`src/sv/ctp_pkg.sv`:
```
// shared types and constants for the columnar transposition core
package ctp_pkg;

  localparam int MAX_LEN_DEF = 64;
  localparam int BYTE_W      = 8;
  localparam int WIDTH_W     = 7;
  localparam int CFG_IDX_W   = 1;
  localparam int CFG_DATA_W  = 7;

  localparam logic [CFG_IDX_W-1:0] REG_ROW_WIDTH = 1'b0;
  localparam logic [CFG_IDX_W-1:0] REG_DIRECTION = 1'b1;

  localparam logic [WIDTH_W-1:0] ROW_WIDTH_RST = 7'd6;
  localparam logic               DIR_ENCODE    = 1'b0;
  localparam logic               DIR_DECODE    = 1'b1;

  typedef struct packed {
    logic [BYTE_W-1:0] in_byte;
    logic              in_last;
  } ctp_in_t;

  typedef struct packed {
    logic [BYTE_W-1:0] out_byte;
    logic              out_last;
  } ctp_out_t;

  typedef struct packed {
    logic start;
    logic step;
  } ctp_walk_ctl_t;

  typedef enum logic [2:0] {
    ST_LOAD,
    ST_ENC,
    ST_SCATTER,
    ST_GAP,
    ST_DEC_OUT
  } ctp_state_t;

endpackage

```
`src/sv/ctp_ram.sv`:
```
// single write port, single read port synchronous ram with registered read data
module ctp_ram #(
  parameter int DEPTH = 64,
  parameter int AW    = 6,
  parameter int DW    = 8
) (
  input  logic          clk,
  input  logic          we,
  input  logic [AW-1:0] waddr,
  input  logic [DW-1:0] wdata,
  input  logic [AW-1:0] raddr,
  output logic [DW-1:0] rdata
);

  logic [DW-1:0] mem [DEPTH];

  always_ff @(posedge clk) begin
    if (we) begin
      mem[waddr] <= wdata;
    end
  end

  always_ff @(posedge clk) begin
    rdata <= mem[raddr];
  end

endmodule

```
`src/sv/ctp_walk.sv`:
```
// column-major address walker over a row-major message buffer
module ctp_walk #(
  parameter int AW = 6,
  parameter int CW = 7,
  parameter int WW = 7
) (
  input  logic                   clk,
  input  logic                   rst,
  input  ctp_pkg::ctp_walk_ctl_t ctl,
  input  logic [CW-1:0]          len,
  input  logic [WW-1:0]          width,
  output logic [AW-1:0]          idx
);
  import ctp_pkg::*;

  localparam int SW = ((CW > WW) ? CW : WW) + 1;

  logic [AW-1:0] col;
  logic [SW-1:0] sum;

  assign sum = SW'(idx) + SW'(width);

  always_ff @(posedge clk) begin
    if (rst) begin
      idx <= '0;
      col <= '0;
    end else if (ctl.start) begin
      idx <= '0;
      col <= '0;
    end else if (ctl.step) begin
      if (sum >= SW'(len)) begin
        // column exhausted, move to the head of the next one
        col <= col + 1'b1;
        idx <= col + 1'b1;
      end else begin
        idx <= sum[AW-1:0];
      end
    end
  end

endmodule

```
`src/sv/columnar_transposition_core.sv`:
```
// Unkeyed columnar transposition core. Message bytes are taken one per cycle into a
// MAX_LEN-byte store until a beat marked last; bytes past MAX_LEN are dropped. The item
// port then stalls while the permuted message is read back. Encode reads the store in
// column order, one byte per cycle, and the core takes the next message once the last
// byte is issued. Decode first scatters the message into a second ram through the same
// column walk, with a turnaround state for the last write, then reads that ram in order
// at one byte per cycle. Each ram has a single read port. Result stalls pause the
// output reads in both modes once the two-beat output buffer is full. Row width 0
// acts as 1.
module columnar_transposition_core #(
  parameter int MAX_LEN = ctp_pkg::MAX_LEN_DEF
) (
  input  logic                            clk,
  input  logic                            rst,
  input  logic                            cfg_valid,
  output logic                            cfg_ready,
  input  logic [ctp_pkg::CFG_IDX_W-1:0]   cfg_index,
  input  logic [ctp_pkg::CFG_DATA_W-1:0]  cfg_data,
  input  logic                            item_valid,
  output logic                            item_stall,
  input  ctp_pkg::ctp_in_t                item,
  output logic                            result_valid,
  input  logic                            result_stall,
  output ctp_pkg::ctp_out_t               result
);
  import ctp_pkg::*;

  localparam int AW = $clog2(MAX_LEN);
  localparam int CW = $clog2(MAX_LEN + 1);

  ctp_state_t           state, state_next;
  logic [WIDTH_W-1:0]   row_width;
  logic                 direction;
  logic [WIDTH_W-1:0]   eff_width;
  logic [CW-1:0]        fill;
  logic [CW-1:0]        len;
  logic [CW-1:0]        pos;
  logic                 rd_valid;
  logic                 rd_last;
  logic                 rd_from_perm;
  logic                 scat_we;
  logic [AW-1:0]        scat_addr;
  logic                 skid_valid;
  ctp_out_t             skid;

  ctp_walk_ctl_t        walk_ctl;
  logic [AW-1:0]        walk_idx;
  logic [AW-1:0]        store_raddr;
  logic [BYTE_W-1:0]    store_rdata;
  logic [BYTE_W-1:0]    perm_rdata;
  logic                 item_acc;
  logic                 has_room;
  logic                 store_we;
  logic                 last_pos;
  logic                 issue;
  logic                 issue_perm;
  logic                 scat;
  logic                 pos_clr;
  logic                 pos_inc;
  logic                 pop;
  logic [1:0]           occ;
  logic                 can_issue;
  ctp_out_t             rd_item;

  assign cfg_ready = 1'b1;
  assign eff_width = (row_width == '0) ? WIDTH_W'(1) : row_width;
  assign item_acc  = item_valid && !item_stall;
  assign has_room  = fill < CW'(MAX_LEN);
  assign store_we  = item_acc && has_room;
  assign last_pos  = pos == (len - 1'b1);
  assign pop       = result_valid && !result_stall;
  assign occ       = 2'(result_valid) + 2'(skid_valid) + 2'(rd_valid);
  assign can_issue = (occ - 2'(pop)) < 2'd2;

  assign rd_item.out_byte = rd_from_perm ? perm_rdata : store_rdata;
  assign rd_item.out_last = rd_last;

  ctp_ram #(.DEPTH(MAX_LEN), .AW(AW), .DW(BYTE_W)) u_store (
    .clk   (clk),
    .we    (store_we),
    .waddr (fill[AW-1:0]),
    .wdata (item.in_byte),
    .raddr (store_raddr),
    .rdata (store_rdata)
  );

  ctp_ram #(.DEPTH(MAX_LEN), .AW(AW), .DW(BYTE_W)) u_perm (
    .clk   (clk),
    .we    (scat_we),
    .waddr (scat_addr),
    .wdata (store_rdata),
    .raddr (pos[AW-1:0]),
    .rdata (perm_rdata)
  );

  ctp_walk #(.AW(AW), .CW(CW), .WW(WIDTH_W)) u_walk (
    .clk   (clk),
    .rst   (rst),
    .ctl   (walk_ctl),
    .len   (len),
    .width (eff_width),
    .idx   (walk_idx)
  );

  always_ff @(posedge clk) begin
    if (rst) begin
      state <= ST_LOAD;
    end else begin
      state <= state_next;
    end
  end

  always_comb begin
    state_next  = state;
    item_stall  = 1'b1;
    walk_ctl    = '0;
    store_raddr = walk_idx;
    issue       = 1'b0;
    issue_perm  = 1'b0;
    scat        = 1'b0;
    pos_clr     = 1'b0;
    pos_inc     = 1'b0;
    unique case (state)
      ST_LOAD: begin
        item_stall = 1'b0;
        if (item_valid && item.in_last) begin
          walk_ctl.start = 1'b1;
          pos_clr        = 1'b1;
          state_next     = (direction == DIR_DECODE) ? ST_SCATTER : ST_ENC;
        end
      end
      ST_ENC: begin
        if (can_issue) begin
          issue         = 1'b1;
          walk_ctl.step = 1'b1;
          pos_inc       = 1'b1;
          if (last_pos) begin
            state_next = ST_LOAD;
          end
        end
      end
      ST_SCATTER: begin
        store_raddr   = pos[AW-1:0];
        scat          = 1'b1;
        walk_ctl.step = 1'b1;
        pos_inc       = 1'b1;
        if (last_pos) begin
          pos_clr    = 1'b1;
          state_next = ST_GAP;
        end
      end
      ST_GAP: begin
        // last scatter write lands this cycle
        state_next = ST_DEC_OUT;
      end
      ST_DEC_OUT: begin
        if (can_issue) begin
          issue      = 1'b1;
          issue_perm = 1'b1;
          pos_inc    = 1'b1;
          if (last_pos) begin
            state_next = ST_LOAD;
          end
        end
      end
      default: begin
        state_next = ST_LOAD;
      end
    endcase
  end

  always_ff @(posedge clk) begin
    if (rst) begin
      row_width <= ROW_WIDTH_RST;
      direction <= DIR_ENCODE;
    end else if (cfg_valid && cfg_ready) begin
      unique case (cfg_index)
        REG_ROW_WIDTH: row_width <= cfg_data[WIDTH_W-1:0];
        REG_DIRECTION: direction <= cfg_data[0];
      endcase
    end
  end

  always_ff @(posedge clk) begin
    if (rst) begin
      fill     <= '0;
      len      <= '0;
      pos      <= '0;
      rd_valid <= 1'b0;
      scat_we  <= 1'b0;
    end else begin
      if (item_acc) begin
        if (item.in_last) begin
          len  <= fill + CW'(has_room);
          fill <= '0;
        end else if (has_room) begin
          fill <= fill + 1'b1;
        end
      end
      if (pos_clr) begin
        pos <= '0;
      end else if (pos_inc) begin
        pos <= pos + 1'b1;
      end
      rd_valid <= issue;
      scat_we  <= scat;
    end
  end

  always_ff @(posedge clk) begin
    rd_last      <= last_pos;
    rd_from_perm <= issue_perm;
    scat_addr    <= walk_idx;
  end

  // two-beat output buffer: result register plus skid
  always_ff @(posedge clk) begin
    if (rst) begin
      result_valid <= 1'b0;
      skid_valid   <= 1'b0;
    end else if (!result_valid || pop) begin
      if (skid_valid) begin
        result       <= skid;
        result_valid <= 1'b1;
        if (rd_valid) begin
          skid <= rd_item;
        end else begin
          skid_valid <= 1'b0;
        end
      end else begin
        result       <= rd_item;
        result_valid <= rd_valid;
      end
    end else if (rd_valid) begin
      skid       <= rd_item;
      skid_valid <= 1'b1;
    end
  end

`ifndef SYNTHESIS
  a_skid_behind_result: assert property (@(posedge clk) disable iff (rst)
    skid_valid |-> result_valid)
    else $error("skid holds a beat while the result register is empty");

  a_no_overflow: assert property (@(posedge clk) disable iff (rst)
    (rd_valid && skid_valid) |-> (result_valid && !result_stall))
    else $error("read data arrives with no free buffer slot");

  a_fill_bound: assert property (@(posedge clk) disable iff (rst)
    fill <= CW'(MAX_LEN))
    else $error("fill count beyond buffer depth");

  a_scatter_window: assert property (@(posedge clk) disable iff (rst)
    scat_we |-> (state == ST_SCATTER || state == ST_GAP))
    else $error("scatter write outside the decode scatter pass");
`endif

endmodule

```
`config.mk`:
```
export PLATFORM = sky130hd
export DESIGN_NAME = columnar_transposition_core
export DESIGN_NICKNAME = d
export VERILOG_FILES = /design/src/sv/ctp_pkg.sv /design/src/sv/ctp_ram.sv /design/src/sv/ctp_walk.sv /design/src/sv/columnar_transposition_core.sv
export SDC_FILE = /design/constraint.sdc
export NUM_CORES = 1
export LEC_CHECK = 0
export BUFFER_PORTS_ARGS = -buffer_cell sky130_fd_sc_hd__buf_4
export CORE_ASPECT_RATIO = 0.6
export CORE_UTILIZATION = 46
export DETAILED_ROUTE_END_ITERATION = 7
export PLACE_DENSITY = 0.61
export SETUP_SLACK_MARGIN = 0.4
export SLEW_MARGIN = 20
export SYNTH_ARGS = -nofsm -noshare
export SYNTH_HDL_FRONTEND = slang
export SYNTH_HIERARCHICAL = 1
export SYNTH_SLANG_ARGS = --single-unit
```
`constraint.sdc`:
```
create_clock -name clk -period 4.06 [get_ports clk]
set_input_delay 0.609 -clock clk [delete_from_list [all_inputs] [get_ports clk]]
set_output_delay 0.609 -clock clk [all_outputs]
set_load 0.01 [all_outputs]
```
# Yosys cells after proc, flatten, opt, wreduce, memory -nomap -nowiden
# Memories as Yosys holds them, arrays and structs flattened. A register that Yosys moved wholly into a read port is not among the register bits.
# Cells that the tools add are included.
[word_totals]
register_bits = 74
mem_bits_rw = 1024
inputBits = 22
mem_count = 2
[mem_list]
columns = ["memory", "words", "width", "rd", "rd_ports_with_merged_regs", "wr", "line_no", "text"]
rows = [
  ["u_perm.mem", 64, 8, 1, 1, 1, "ctp_ram.sv:15", "logic [DW-1:0] mem [DEPTH];"],
  ["u_store.mem", 64, 8, 1, 1, 1, "ctp_ram.sv:15", ""],
]
[op_classes]
n_addsub = 9
order_cmp = 3
n_eq_ne = 10
mux = 34
n_bitwise = 3
n_reduce_logical = 23
[op_table]
columns = ["cell", "count"]
rows = [
  ["$mux 9", 4],
  ["$mux 7", 3],
  ["$mux 1", 15],
  ["$add 7x1->7 const B", 2],
  ["$reduce_and 2->1", 7],
  ["$mux 3", 4],
  ["$mux 6", 2],
  ["$pmux 3 s4", 1],
  ["$add 6x7->8", 1],
  ["$ge 8x7->1", 1],
  ["$mux 8", 1],
  ["$reduce_or 2->1", 4],
  ["$add 7x1->7", 1],
  ["$eq 7x7->1", 1],
  ["$logic_not 7->1", 1],
  ["$lt 7x7->1 const B", 1],
  ["$sub 7x1->7 const B", 1],
  ["$add 6x1->6 const B", 1],
  ["$eq 3x2->1 const B", 2],
  ["$ne 2x1->1 const B", 3],
  ["$pmux 1 s2", 3],
  ["$logic_and 1x1->1", 4],
  ["$ne 2x2->1 const B", 2],
  ["$reduce_and 4->1", 1],
  ["12 further kinds", 16],
]

# Depth between registers and ports, before layout
[logic_depth]
word_depth = 7
depth_mapped = 15

# Modules after synthesis
# Netlist, hierarchy kept.
[modules_own_cells]
columns = ["module", "n_inst", "cells_per_inst", "area_each_um2", "seq_area_each_um2"]
rows = [
  ["ctp_ram", 2, 940, 20166.8, 15534.9],
  ["columnar_transposition_core", 1, 291, 3036.7, 1421.4],
  ["ctp_walk", 1, 129, 1168.6, 240.2],
]

# Worst setup path before layout
# Ideal clock, no wire load.
[synth_timing]
path_kind = "register to register"
startpoint = "register row_width[6]"
endpoint = "register u_walk.idx[5]"
arrival_ns = 3.095
required_time_ns = 3.981
setup_slack_ns = 0.887
path_stages_with_launch = 16
path_buffers = 1
synth_period_minus_slack_ns = 3.173
path_cell_list = "dfxtp_1 nor4_1 a21o_1 ha_1 fa_1 a21o_1 a21oi_1 o21bai_1 a21oi_1 xnor2_1 ha_1 nand3_1 o31a_4 buf_12 a211o_1 o211ai_1"
[synth_via]
elab_chain_cells = 5
[synth_lines]
columns = ["element", "line_no", "text"]
rows = [
  ["start: declaration", "columnar_transposition_core.sv:32", "logic [WIDTH_W-1:0] row_width;"],
  ["start signal: assignment", "columnar_transposition_core.sv:178", "REG_ROW_WIDTH: row_width <= cfg_data[WIDTH_W-1:0];"],
  ["$logic_not 7->1 *", "columnar_transposition_core.sv:66", "assign eff_width = (row_width == '0) ? WIDTH_W'(1) : row_width;"],
  ["$mux 7 *", "columnar_transposition_core.sv:66", ""],
  ["via eff_width[0]", "columnar_transposition_core.sv:34", "logic [WIDTH_W-1:0] eff_width;"],
  ["$add 6x7->8 *", "ctp_walk.sv:21", "assign sum = SW'(idx) + SW'(width);"],
  ["$ge 8x7->1", "ctp_walk.sv:31", "if (sum >= SW'(len)) begin"],
  ["$mux 6 *", "ctp_walk.sv:31", ""],
  ["end signal: assignment", "ctp_walk.sv:34", "idx <= col + 1'b1;"],
  ["end signal: assignment", "ctp_walk.sv:36", "idx <= sum[AW-1:0];"],
  ["end: declaration", "ctp_walk.sv:12", "output logic [AW-1:0] idx"],
]
# Mark *: on every way through the listed nets, which the timed path passes. The rest lies on a longest branch.
# A chain may end at the register's enable or synchronous reset.

# Final worst setup path
[layout_timing]
startpoint = "register state[0]"
endpoint = "register u_store.rdata[4], read port of u_store.mem"
[layout_via]
elab_chain_cells = 2
[layout_lines]
columns = ["element", "line_no", "text"]
rows = [
  ["start: declaration", "columnar_transposition_core.sv:31", "ctp_state_t state, state_next;"],
  ["start signal: assignment", "columnar_transposition_core.sv:109", "state <= state_next;"],
  ["$eq 3x2->1", "columnar_transposition_core.sv:123", "unique case (state)"],
  ["$mux 6", "columnar_transposition_core.sv:123", ""],
  ["via store_raddr[1]", "columnar_transposition_core.sv:48", "logic [AW-1:0] store_raddr;"],
  ["end: declaration", "ctp_ram.sv:12", "output logic [DW-1:0] rdata"],
]
# The timed path passes the listed nets, and every way through them passes these cells.

==> results.json <==
{
  "period_minus_slack_ps": 3609,
  "synth_seq_cells": 1114,
  "wl_per_cell_um": 28.23,
  "boundaryPins": 34,
  "crit_path_cell_trace": "nor2_1, nand2_2, mux2_8, buf_4, mux4_2, mux4_2, nor2_1, o32ai_1",
  "drtAntennaViolNets": 0,
  "first_pass_iters": 5,
  "leakage_uw": 0.01519,
  "synth_top_area_cell": "edfxtp_1",
  "overflow": 0,
  "relSlewSlack_pct": 25.72,
  "async_flop_share_pct": 0,
  "drt_wl_total_um": 107000,
  "hold_path_class": "input port to flip-flop",
  "dieArea_um2": 98110,
  "finalCritPeriodShare_pct": 88.90,
  "max_freq_mhz": 277.1,
  "crit_family": "multiplexers",
  "root_buffer": "clkbuf_16",
  "cts_buffer_depth": 3,
  "num_vias": 22910,
  "power_density_nw_per_um2": 500.9,
  "first_global_vias": 22460,
  "row_count": 87,
  "start_util_pct": 46.92,
  "slew_viol_final": 0,
  "drc_errors": 0,
  "dr.first_iter.drc_count": 2797,
  "cts_tree": "done",
  "synth_common_cells": "edfxtp_1 (1042), mux4_2 (252), nor2_1 (195)",
  "worst-path-max-fanout": 46,
  "synth_area_um2": 44540,
  "worstMarginPinSlew_ps": 1110,
  "yosysSeqAreaShare_pct": 73.49,
  "synth_top_area_share_pct": 70.25,
  "grt_pass1_wl_um": 155600,
  "htree_levels": 3,
  "die_w_um": 403.7,
  "tns_ps": 0,
  "place.gp.congestion": 0.8641,
  "skew_ps": 26.34,
  "grt_max_degree": 66,
  "area_growth_pct": 11.77,
  "drv_cap": 0,
  "portBuffers": 32,
  "status": "complete, no violations",
  "instances_no_fill": 3791,
  "vias_per_cell": 6.043,
  "synth_cell_type_count": 84,
  "synthFlopType": "edfxtp_1",
  "syn-instance-count": 2300,
  "peakVddDrop_uv": 320.2,
  "cts_buffers": 101,
  "post_cts_buffers": 0,
  "yosys-top-cells-area": "edfxtp_1 (70%), mux4_2 (13%), dfxtp_1 (3.2%), nor2_1 (1.6%), mux2_2 (1.3%)",
  "grt_antenna_before_repair": 2,
  "insertion_delay_ps": 680,
  "synth.avg_cell_area_um2": 19.36,
  "layout.nets": 2460,
  "setup_viol": 0,
  "ys_warn_count": 6,
  "worstPathRequired_ps": 4610,
  "clk_pin_slew_ps": 70,
  "critPathSlowestCell": "mux2_8",
  "die_y_um": 243.0,
  "place_inst": 3601,
  "crit_path_start_kind": "flip-flop",
  "track_usage_pct": 21.90,
  "timing.critical_path.buf_inv": 1,
  "critical_path.max_stage_delay_ps": 670,
  "p_total_uw": 24930,
  "rsz0062_at_grt": "true",
  "syn-num-nets": 2344,
  "synth-edff-count": 1042,
  "worstPathArrival_ps": 4160,
  "hold_viol_final": 0,
  "yosysMostFrequentCell": "edfxtp_1",
  "end_kind": "flip-flop",
  "drive_gt1_share_pct": 25.73,
  "hpwl_um": 68270,
  "core_area_um2": 94920,
  "clock-sinks": 1114,
  "crit_type": "flip-flop to flip-flop"
}
[cell usage in the layout, fill, tap and decap left out, types with 38 or more instances in the layout]
cell and count:
buf_4 134, clkbuf_16 103, dfxtp_1 58, edfxtp_1 1042
mux2_2 47, mux2i_1 53, mux4_2 252, nand2_1 73
nand3_1 38, nor2_1 192
[worst paths after layout]
check                             start                        end  slack (ps)  cells after the start
setup / recovery  state[0]$_SDFFE_PP0P_   u_store/rdata[4]$_DFF_P_         450                      8
setup reg to reg  state[0]$_SDFFE_PP0P_   u_store/rdata[4]$_DFF_P_         450                      8
hold / removal              cfg_data[4]  row_width[4]$_SDFFE_PP0P_         200                      3
hold reg to reg         rd_last$_DFF_P_          skid[0]$_DFFE_PP_         440                      0
[flip-flops by register name, summed over array words and instances (netlist names), 3 cells and up]
name and flops:
u_perm/mem 512, u_store/mem 512, result 9, skid 9
u_perm/rdata 8, u_store/rdata 8, fill 7, len 7
pos 7, row_width 7, scat_addr 6, u_walk/col 6
u_walk/idx 6, state 3
[metrics by stage]
stage	hold slack (ps)	area, µm²	setup slack, ps	utilization (%)
6_report	196.1	49780	450.8	52.44
3_3_place_gp	410.5	46500	477.1	48.99
3_5_place_dp	427.1	46500	379.8	48.99
4_1_cts	152.0	49700	413.0	52.36
2_1_floorplan	360.9	44540	886.5	-
5_1_grt	150.2	49780	370.5	52.44
[layer usage]
layer / wire length [µm] / global-route usage (%) / vias to the layer above / share of wire (%)
li1: - / - / 9614 / -
met1: 51120 / 36.58 / 12170 / 48
met2: 43240 / 28.64 / 989 / 40
met3: 10740 / 5.317 / 140 / 10
met4: 1920 / 4.334 / 0 / 1.8
met5: 0 / 0 / - / 0
[where the power goes]
group	internal, µW	switching [µW]	total, µW
clock network	5210	4100	9310
registers	13200	193	13300
logic	800	1470	2270
total	19200	5760	24900
[worst reg2reg max path, stage by stage, from the launching register on]
cell,delay (ps)
dfxtp_1,400
nor2_1,290
nand2_2,290
mux2_8,680
buf_4,440
mux4_2,390
mux4_2,500
nor2_1,330
o32ai_1,160
[cell type report]
class | count | area (µm²)
Timing Repair Buffer | 139 | 1106
Antenna cell | 2 | 5.005
Clock inverter | 47 | 380.4
Tap cell | 1290 | 1614
Sequential cell | 1114 | 32760
Fill cell | 7526 | 45140
Inverter | 20 | 75.07
Multi-Input combinational cell | 1040 | 11030
Clock buffer | 139 | 2811
[logic make-up after synthesis]
kind of cell | after synthesis | synth area share (%)
other | 1 | 0.008420
adders and majority gates | 23 | 0.6574
DFF | 1114 | 73.49
xor gates and xnor gates | 30 | 0.5899
buffers and inverters | 148 | 1.989
muxes | 355 | 15.20
and+or+nand+nor | 442 | 4.720
AOI/OAI and AO/OA | 187 | 3.349
[timing repair]
action                     in CTS  in global routing
setup endpoints to repair       1                  7
pin swaps                       0                  0
hold buffers                    0                  0
resized for setup               1                  6
gates cloned                    0                  2
Power figures use the tool's default switching activity.
